==> src/hw/rtl/boolean_matrix_multiply_unit_macros.svh <==
// ----------------------------------------------------------------------------
// Boolean matrix multiply unit - assertion macros
// Shared concurrent assertion forms, clocked on clk and disabled in rst.
// ----------------------------------------------------------------------------
`ifndef BOOLEAN_MATRIX_MULTIPLY_UNIT_MACROS_SVH
`define BOOLEAN_MATRIX_MULTIPLY_UNIT_MACROS_SVH

// Same-cycle implication.
`define BMM_ASSERT_IMP(lbl, ante, cons, msg) \
  lbl: assert property (@(posedge clk) disable iff (rst) (ante) |-> (cons)) \
    else $error(msg);

// Next-cycle implication.
`define BMM_ASSERT_NEXT(lbl, ante, cons, msg) \
  lbl: assert property (@(posedge clk) disable iff (rst) (ante) |=> (cons)) \
    else $error(msg);

`endif

==> src/hw/rtl/bmm_pkg.sv <==
// ----------------------------------------------------------------------------
// bmm_pkg
// Types, constants and helpers of the boolean matrix multiply unit.
// ----------------------------------------------------------------------------
package bmm_pkg;

  localparam int DIM       = 16;             // rows and columns stored
  localparam int ROW_W     = 16;             // row bit vector
  localparam int IDX_W     = $clog2(DIM);    // row index
  localparam int CNT_W     = 5;              // count registers
  localparam int REQ_W     = 2;
  localparam int CFG_IDX_W = 2;

  localparam logic [REQ_W-1:0] REQ_LOAD_A  = 2'd0;
  localparam logic [REQ_W-1:0] REQ_LOAD_B  = 2'd1;
  localparam logic [REQ_W-1:0] REQ_COMPUTE = 2'd2;

  localparam logic [CFG_IDX_W-1:0] CFG_ROW_COUNT   = 2'd0;
  localparam logic [CFG_IDX_W-1:0] CFG_INNER_COUNT = 2'd1;
  localparam logic [CFG_IDX_W-1:0] CFG_COL_COUNT   = 2'd2;

  localparam logic [CNT_W-1:0] CNT_RESET = CNT_W'(DIM);

  typedef enum logic [1:0] {
    S_IDLE,
    S_ROW,
    S_INNER,
    S_DRAIN
  } state_t;

  // Saturate a count to the stored dimension.
  function automatic logic [CNT_W-1:0] clamp_dim(input logic [CNT_W-1:0] n);
    clamp_dim = (n > CNT_W'(DIM)) ? CNT_W'(DIM) : n;
  endfunction

endpackage

==> src/hw/rtl/bmm_ram.sv <==
// ----------------------------------------------------------------------------
// bmm_ram
// Simple dual-port synchronous RAM, one write port, one registered read port.
// ----------------------------------------------------------------------------
module bmm_ram #(
  parameter int WIDTH = 16,
  parameter int DEPTH = 16
) (
  input  logic                     clk,
  input  logic                     we,
  input  logic [$clog2(DEPTH)-1:0] waddr,
  input  logic [WIDTH-1:0]         wdata,
  input  logic                     re,
  input  logic [$clog2(DEPTH)-1:0] raddr,
  output logic [WIDTH-1:0]         rdata
);

  logic [WIDTH-1:0] mem [DEPTH];

  always_ff @(posedge clk) begin
    if (we) begin
      mem[waddr] <= wdata;
    end
  end

  // read data holds until the next enabled read
  always_ff @(posedge clk) begin
    if (re) begin
      rdata <= mem[raddr];
    end
  end

endmodule

==> src/hw/rtl/boolean_matrix_multiply_unit.sv <==
// ----------------------------------------------------------------------------
// boolean_matrix_multiply_unit
// Boolean matrix product C = A*B over stored rows of A and B.
// ----------------------------------------------------------------------------
//
// Channel   Direction  Transfer when          Payload
// -------   ---------  ---------------------  ----------------------------------
// request   in         start && !busy         req_type, row_index, row_bits
// result    out        result_strobe          out_row_index, out_row_bits, last_row
// config    in         cfg_we                 cfg_index, cfg_data
//
// A row load never raises busy. A compute request holds busy through its rows
// (one A read, one B read per inner step through the single B read port, one
// drain step per row); each result row appears in the cycle after its drain
// step, for a single cycle. rst is synchronous: the sequencer returns to idle,
// counts go to 16, stored rows stay undefined until loaded. The receiver cannot
// stall results.
//
`include "boolean_matrix_multiply_unit_macros.svh"

module boolean_matrix_multiply_unit (
  input  logic                          clk,
  input  logic                          rst,
  // request
  input  logic                          start,
  output logic                          busy,
  input  logic [bmm_pkg::REQ_W-1:0]     req_type,
  input  logic [bmm_pkg::IDX_W-1:0]     row_index,
  input  logic [bmm_pkg::ROW_W-1:0]     row_bits,
  // result
  output logic                          result_strobe,
  output logic [bmm_pkg::IDX_W-1:0]     out_row_index,
  output logic [bmm_pkg::ROW_W-1:0]     out_row_bits,
  output logic                          last_row,
  // configuration
  input  logic                          cfg_we,
  input  logic [bmm_pkg::CFG_IDX_W-1:0] cfg_index,
  input  logic [bmm_pkg::CNT_W-1:0]     cfg_data
);
  import bmm_pkg::*;

  // --------------------------------------------------------------------------
  // Configuration registers
  // --------------------------------------------------------------------------
  logic [CNT_W-1:0] row_count;
  logic [CNT_W-1:0] inner_count;
  logic [CNT_W-1:0] col_count;

  always_ff @(posedge clk) begin
    if (rst) begin
      row_count   <= CNT_RESET;
      inner_count <= CNT_RESET;
      col_count   <= CNT_RESET;
    end else if (cfg_we) begin
      unique case (cfg_index)
        CFG_ROW_COUNT:   row_count   <= cfg_data;
        CFG_INNER_COUNT: inner_count <= cfg_data;
        CFG_COL_COUNT:   col_count   <= cfg_data;
        default: ;  // unmapped index, write dropped
      endcase
    end
  end

  // effective sizes, saturated to the stored dimension
  logic [CNT_W-1:0] rows_eff;
  logic [CNT_W-1:0] inner_eff;
  logic [CNT_W-1:0] col_eff;
  logic [ROW_W-1:0] col_mask;

  assign rows_eff  = clamp_dim(row_count);
  assign inner_eff = clamp_dim(inner_count);
  assign col_eff   = clamp_dim(col_count);

  always_comb begin
    for (int c = 0; c < ROW_W; c++) begin
      col_mask[c] = (CNT_W'(c) < col_eff);
    end
  end

  // --------------------------------------------------------------------------
  // Sequencer state
  // --------------------------------------------------------------------------
  state_t           state;
  state_t           state_next;
  logic [IDX_W-1:0] i_cnt;      // result row
  logic [IDX_W-1:0] k_cnt;      // inner step, B read address
  logic             pend;       // B read data due this cycle
  logic [IDX_W-1:0] pend_k;     // inner step of that read
  logic [ROW_W-1:0] acc;

  logic             accept;
  logic             is_compute;
  logic             k_last;
  logic             i_last;

  assign busy       = (state != S_IDLE);
  assign accept     = start && !busy;
  assign is_compute = (req_type == REQ_COMPUTE);
  assign k_last     = ({1'b0, k_cnt} == (inner_eff - CNT_W'(1)));
  assign i_last     = (({1'b0, i_cnt} + CNT_W'(1)) == rows_eff);

  // --------------------------------------------------------------------------
  // Row stores: loads only while idle, reads only while busy, so the
  // busy interlock keeps write and read of one row from overlapping.
  // --------------------------------------------------------------------------
  logic             a_we, b_we;
  logic             a_re, b_re;
  logic [IDX_W-1:0] a_raddr, b_raddr;
  logic [ROW_W-1:0] a_rdata, b_rdata;

  bmm_ram #(.WIDTH(ROW_W), .DEPTH(DIM)) u_a_ram (
    .clk   (clk),
    .we    (a_we),
    .waddr (row_index),
    .wdata (row_bits),
    .re    (a_re),
    .raddr (a_raddr),
    .rdata (a_rdata)
  );

  bmm_ram #(.WIDTH(ROW_W), .DEPTH(DIM)) u_b_ram (
    .clk   (clk),
    .we    (b_we),
    .waddr (row_index),
    .wdata (row_bits),
    .re    (b_re),
    .raddr (b_raddr),
    .rdata (b_rdata)
  );

  // --------------------------------------------------------------------------
  // Next state
  // --------------------------------------------------------------------------
  always_comb begin
    state_next = state;
    unique case (state)
      S_IDLE: begin
        // zero row count: request taken, nothing emitted
        if (accept && is_compute && (rows_eff != '0)) begin
          state_next = S_ROW;
        end
      end
      S_ROW: begin
        state_next = (inner_eff == '0) ? S_DRAIN : S_INNER;
      end
      S_INNER: begin
        if (k_last) begin
          state_next = S_DRAIN;
        end
      end
      S_DRAIN: begin
        state_next = i_last ? S_IDLE : S_ROW;
      end
      default: state_next = S_IDLE;
    endcase
  end

  // --------------------------------------------------------------------------
  // Outputs of the sequencer
  // --------------------------------------------------------------------------
  logic [ROW_W-1:0] term;
  logic [ROW_W-1:0] acc_next;

  always_comb begin
    a_we    = accept && (req_type == REQ_LOAD_A);
    b_we    = accept && (req_type == REQ_LOAD_B);
    a_re    = (state == S_ROW);
    b_re    = (state == S_INNER);
    a_raddr = i_cnt;
    b_raddr = k_cnt;
    // A row stays in the read register for the whole row; A bits at or past
    // the inner count are never selected
    term     = (pend && a_rdata[pend_k]) ? b_rdata : '0;
    acc_next = acc | term;
  end

  // --------------------------------------------------------------------------
  // Registers
  // --------------------------------------------------------------------------
  always_ff @(posedge clk) begin
    if (rst) begin
      state         <= S_IDLE;
      pend          <= 1'b0;
      result_strobe <= 1'b0;
    end else begin
      state         <= state_next;
      pend          <= b_re;
      result_strobe <= (state == S_DRAIN);
    end
  end

  always_ff @(posedge clk) begin
    pend_k <= k_cnt;
    unique case (state)
      S_IDLE: begin
        i_cnt <= '0;
      end
      S_ROW: begin
        acc   <= '0;
        k_cnt <= '0;
      end
      S_INNER: begin
        acc   <= acc_next;
        k_cnt <= k_cnt + IDX_W'(1);
      end
      S_DRAIN: begin
        out_row_index <= i_cnt;
        out_row_bits  <= acc_next & col_mask;
        last_row      <= i_last;
        i_cnt         <= i_cnt + IDX_W'(1);
      end
      default: ;
    endcase
  end

  // --------------------------------------------------------------------------
  // Assertions
  // --------------------------------------------------------------------------
  `BMM_ASSERT_IMP(a_strobe_after_drain, result_strobe, $past(state) == S_DRAIN, "strobe without drain step")
  `BMM_ASSERT_IMP(a_last_ends_product, result_strobe && last_row, state == S_IDLE, "last row while still busy")
  `BMM_ASSERT_NEXT(a_compute_starts, accept && is_compute && (rows_eff != '0), busy, "compute not started")
  `BMM_ASSERT_IMP(a_pend_in_walk, pend, state == S_INNER || state == S_DRAIN, "B data outside row walk")

endmodule
==> config.mk <==
export PLATFORM = sky130hd
export DESIGN_NAME = boolean_matrix_multiply_unit
export DESIGN_NICKNAME = d
export VERILOG_FILES = /design/src/hw/rtl/bmm_pkg.sv /design/src/hw/rtl/bmm_ram.sv /design/src/hw/rtl/boolean_matrix_multiply_unit.sv
export VERILOG_INCLUDE_DIRS = /design/src /design/src/hw/rtl
export SDC_FILE = /design/constraint.sdc
export NUM_CORES = 1
export LEC_CHECK = 0
export BUFFER_PORTS_ARGS = -buffer_cell sky130_fd_sc_hd__buf_2
export CORE_MARGIN = 2
export CORE_UTILIZATION = 62
export CTS_BUF_LIST = sky130_fd_sc_hd__clkbuf_16
export DETAILED_ROUTE_END_ITERATION = 8
export PLACE_DENSITY = 0.84
export SYNTH_ARGS = -nofsm -noshare
export SYNTH_HDL_FRONTEND = slang
export SYNTH_SLANG_ARGS = --single-unit
==> constraint.sdc <==
create_clock -name clk -period 3.2 [get_ports clk]
set_input_delay 0.32 -clock clk [delete_from_list [all_inputs] [get_ports clk]]
set_output_delay 0.32 -clock clk [all_outputs]
set_load 0.05 [all_outputs]
# Word-level counts from Yosys, hierarchy flattened
# Memories as Yosys holds them, arrays and structs flattened. A register that Yosys moved wholly into a read port is not among the register bits.
# Cells that the tools add are included.
# word_totals
regBits	68
ramBits	512
input_bits	33
output_inout_bits	23
elab_cells	89
memories	2
# classes
n_addsub	4
order_cmp	20
eq_ne	11
mux	18
bitwise_logic	2
reduce_logical	19
# memory_table
name	words	word_bits	rd	rd_ports_with_merged_regs	write_ports	line	rtl
u_a_ram.mem	16	16	1	1	1	bmm_ram.sv:18	logic [WIDTH-1:0] mem [DEPTH];
u_b_ram.mem	16	16	1	1	1	bmm_ram.sv:18	
# op_table
cell	n
$lt 4x5->1 const A	8
$pmux 16 s2	1
$lt 3x5->1 const A	4
$and 16x16->16	1
$mux 16	1
$or 16x16->16	1
$pmux 4 s2	2
$gt 5x5->1 const B	3
$mux 5	3
$lt 1x5->1 const A	2
$lt 2x5->1 const A	2
$add 4x1->4 const B	2
$eq 2x2->1 const B	4
$pmux 2 s4	1
$reduce_and 2->1	4
$mux 1	7
$eq 2x1->1 const B	3
$logic_and 1x1->1	6
$logic_not 2->1	3
$reduce_bool 2->1	3
$add 4x1->5 const B	1
$eq 4x5->1	1
$eq 5x5->1	1
$logic_not 5->1	1
7 further kinds	9

# Depth between registers and ports, before layout
# logic_depth
word_depth	7
depth_mapped	8

# Hierarchy
# Synthesis repeated with hierarchy kept, for this count alone.
# unflattened
cells_unflattened	1125
hier_area_um2	23582.6
# by_module_without_submodules
mod	n_inst	cells_each	area_each_um2
bmm_ram (u_b_ram)	1	432	10203.5
bmm_ram (u_a_ram)	1	432	10202.3
boolean_matrix_multiply_unit	1	261	3176.8

# Least setup slack after synthesis
# Ideal clock, no wire load.
# synth_path
path_type	flip-flop to flip-flop
startpoint	register state[0]
endpoint	memory u_a_ram.mem[4][0], enable pin
setup_time_ns	0.409
t_arrival_ns	2.705
path_slack_ns	0.086
path_stages_with_launch	7
n_path_buf	0
cell_sequence	dfxtp_1 -> inv_1 -> ha_1 -> inv_1 -> nor4b_1 -> nand3b_1 -> nor3_1
# synth_between
elab_chain_cells	6
# synth_rtl
element	line	rtl
start: declaration	boolean_matrix_multiply_unit.sv:83	state_t state;
start signal: assignment	boolean_matrix_multiply_unit.sv:186	state <= state_next;
$reduce_bool 2->1	boolean_matrix_multiply_unit.sv:96	assign busy = (state != S_IDLE);
net busy	boolean_matrix_multiply_unit.sv:26	output logic busy,
$logic_not 1->1	boolean_matrix_multiply_unit.sv:97	assign accept = start && !busy;
$logic_and 1x1->1	boolean_matrix_multiply_unit.sv:97	
$logic_and 1x1->1	boolean_matrix_multiply_unit.sv:165	a_we = accept && (req_type == REQ_LOAD_A);
$mux 1	bmm_ram.sv:21	if (we) begin
$mux 1 (implied by the code)	bmm_ram.sv:22	mem[waddr] <= wdata;
end: declaration	bmm_ram.sv:18	
# The timed path passes the listed nets, and every way through them passes these cells.

# Worst setup path after layout
# layout_path
startpoint	register state[0]
endpoint	memory u_a_ram.mem[5][12], enable pin
# layout_between
elab_chain_cells	6
# layout_rtl
element	line
$reduce_bool 2->1	boolean_matrix_multiply_unit.sv:96
$logic_not 1->1	boolean_matrix_multiply_unit.sv:97
$logic_and 1x1->1	boolean_matrix_multiply_unit.sv:97
$logic_and 1x1->1	boolean_matrix_multiply_unit.sv:165
$mux 1	bmm_ram.sv:21
$mux 1 (implied by the code)	bmm_ram.sv:22
# Every way passes these cells.

==> metrics.md <==
| Metric | Value |
|---|---|
| Status | `complete, no violations` |
| Root buf cell | `clkbuf_16` |
| Unrepaired setup endpoints after global routing | `false` |
| Top cell type's share of synthesized area | `roughly 75%` |
| DR pass1 iterations | `6` |
| Gp weighted congestion | `0.8454` |
| Count leader, synth | `edfxtp_1` |
| Rel. slew slack | `33.10%` |
| Commonest cells post-synth | `edfxtp_1, mux4_2, nor2_1` |
| Crit path max fanout | `12` |
| Register area share after synthesis | `roughly three quarters` |
| Rows | `71` |
| Max Freq | `0.3581 GHz` |
| Chip height | `between 150 and 200 um` |
| Initial antenna violation count | `1` |
| Post-Syn Nets | `around 1.2k` |
| Final Cell Area | `26,740 sq um` |
| Via count | `about 12k` |
| Initial core utilization | `a little over three fifths` |
| Final Setup Violations | `0` |
| Slew Limit Fails | `0` |
| Skew-Pair Late Insertion Delay | `0.61 ns` |
| I/O Buffers | `55` |
| Syn-to-layout area delta | `13.25%` |
| Hold_sp | `cfg_data[1]` |
| Top post-synthesis cells by area | `edfxtp_1, mux4_2, dfxtp_1, mux2i_1, a21oi_1` |
| Final worst path period share | `87.27%` |
| Post-synth top area cell | `edfxtp_1` |
| Clock Path Buffers | `3` |
| Post-DR vias/cell | `around 6.7` |
| # Max-Cap Violations | `0` |
| CTS tree | `built` |
| Total power | `21.02 mW` |
| Async S/R FF share, synth | `0%` |
| Layout net count | `between 1k and 1.5k` |
| Placed cell count | `between 1.5k and 2k` |
| Worst Hold Depth | `3` |
| DIE WIDTH | `between 150 and 200 um` |
| Fillers | `approximately 2k` |
| IO Pins | `between 50 and 60` |
| Clock transition at path regs | `about 0.060 ns` |
| Total core area | `37,580 sq um` |
| DRT Wirelength | `54,660 um` |
| Total grt overflow | `0` |
| HPWL Detailed | `30,190 um` |
| WP data arrival | `between 3 and 4 ns` |
| #FFs+latches synth | `approximately 600` |
| Power Density | `between 700 and 800 nW/um^2` |
| CTS resizes | `0` |
| Clock sinks | `approximately 600` |
| Synthesized area per cell | `approximately 21 sq um` |
| Setup TNS | `0 ns` |
| VDD IR max | `approximately 0.45 mV` |
| EDFF count, synth | `approximately 600` |
| Share of cells above drive strength 1 | `about 29%` |
| Non-Filler Instances | `1,800` |
| Total GRT Usage | `between 20% and 30%` |
| Mapped Area | `about 24,000 sq um` |
| Final Hold Viols | `0` |
| Endpoint class of the critical path | `register` |
| Die area | `a little under 40,000 sq um` |
| Pin count of the biggest net entering global routing | `67` |
| Global-route wire length before repair | `around 80,000 um` |
| Minimum clock period | `2.793 ns` |
| Mapped Cells | `between 1k and 1.5k` |
| Tightest Hold Check Type | `input port to register` |
| Most common flop cell mapped by yosys | `edfxtp_1` |
| Pleak | `slightly below 9 nW` |
| DRT iter0 DRCs | `roughly 1.8k` |
| TritonCTS Buffers | `56` |
| Hold worst-path end | `inner_count[1]` |
| Routed WL per cell | `just over 30 um` |
| RR Endpoint | `u_a_ram.mem[5][12]` |
| Routed Antenna Nets | `0` |
| Critical Path Source Type | `register` |
| Vias in the first global route | `~12k` |
| H-tree levels | `2` |
| Tightest Pin Transition | `roughly 1.0 ns` |
| Critical path type | `register to register` |
| DP Area | `about 25,000 sq um` |
| Flop2flop setup slack | `between 0.4 and 0.5 ns` |
| Critical Path RT | `approximately 3.5 ns` |
| DRC | `0` |
| Reg2reg start | `state[0]` |
| Worst R2R Path Depth | `8` |
| Final core occ | `between 70 and 80%` |
| Synth warn | `0` |
| Clock Skews | `between 0.03 and 0.04 ns` |
| Yosys cell types | `42` |
worst max-delay path by stage:
stage / cells after the start / to / from / slack, ns
after floorplan: 6 / u_a_ram.mem[4][0] / state[0] / 0.09
after detailed placement: 8 / u_a_ram.mem[5][12] / state[0] / 0.53
after global placement: 6 / u_b_ram.rdata[14] / b_raddr[0] / 0.64
final: 8 / u_a_ram.mem[5][12] / state[0] / 0.41
after CTS: 5 / u_b_ram.rdata[8] / b_raddr[2] / 0.51
after global routing: 8 / u_a_ram.mem[5][7] / state[0] / 0.37
metrics by stage:
step / setup slack, ns / hold slack [ns]
6_report: 0.4073 / 0.01493
5_1_grt: 0.3738 / 0.02786
4_1_cts: 0.5106 / 0.0007295
3_5_place_dp: 0.5338 / 0.5268
3_3_place_gp: 0.6409 / 0.5026
2_1_floorplan: 0.08602 / 0.3462
cell families after synthesis:
logic type      count (synthesis)  synth area share [%]
buf+inv                        64                 1.272
simple gates                  154                 3.450
flops                         612                 76.86
compound gates                 82                 2.099
fa+ha+maj                       8                0.4239
xor+xnor                       11                0.4663
mux                           179                 15.43
metal layers:
layer  vias to the layer above  track usage [%]  part of all wire, %
met5                         -                0                    0
met4                         0            7.794                  2.4
met3                       133            5.840                   12
met2                      1012            45.46                   49
met1                      6130            41.71                   37
li1                       4832                -                    -
critical path: stages (launching register included):
cell and delay (ns):
dfxtp_1 0.34, inv_1 0.13, ha_1 0.23, inv_1 0.09, nor4b_1 0.59, buf_4 0.27, nand3b_1 0.19, nor2_1 0.30
buf_4 0.34
layout by cell type, fill, tap and decap left out, drive strengths merged, types with 13 or more instances in the layout:
cell type	instances
nor2	57
edfxtp	589
clkinv	31
inv	15
a21oi	46
mux4	148
a211oi	16
mux2i	31
clkbuf	57
dfxtp	23
buf	127
nor2b	36
nand2b	13
what timing repair did:
action,CTS,global route
setup buffers,0,0
hold endpoints to repair,1,0
hold buffers,1,0
registers in the layout, summed over array words and instances (netlist names), 2 cells and up:
name	cells
a_raddr	4
b_raddr	4
inner_count	5
u_a_ram.mem	256
u_a_ram.rdata	16
state	2
out_row_bits	16
row_count	5
u_b_ram.rdata	16
pend_k	4
u_b_ram.mem	256
col_count	5
out_row_index	4
acc	16
where the power goes:
group	switching [mW]	total [mW]	internal [mW]	leakage (nW)
registers	0.378	9.79	9.42	5.52
logic	2.45	4.58	2.13	2.23
clock network	2.92	6.65	3.73	0.905
total	5.74	21.0	15.3	8.65
final cells by class:
cell class / count / area (sq um) / area share (%)
Clock inverter: 48 / 397.9 / 1.488
Sequential cell: 612 / 18150 / 67.87
Inverter: 9 / 33.78 / 0.1263
Clock buffer: 57 / 1426 / 5.334
Timing Repair Buffer: 128 / 888.4 / 3.322
Multi-Input combinational cell: 434 / 5204 / 19.46
Antenna cell: 1 / 2.502 / 0.009358
Tap cell: 511 / 639.4 / 2.391
(Power assumes the default switching activity.)
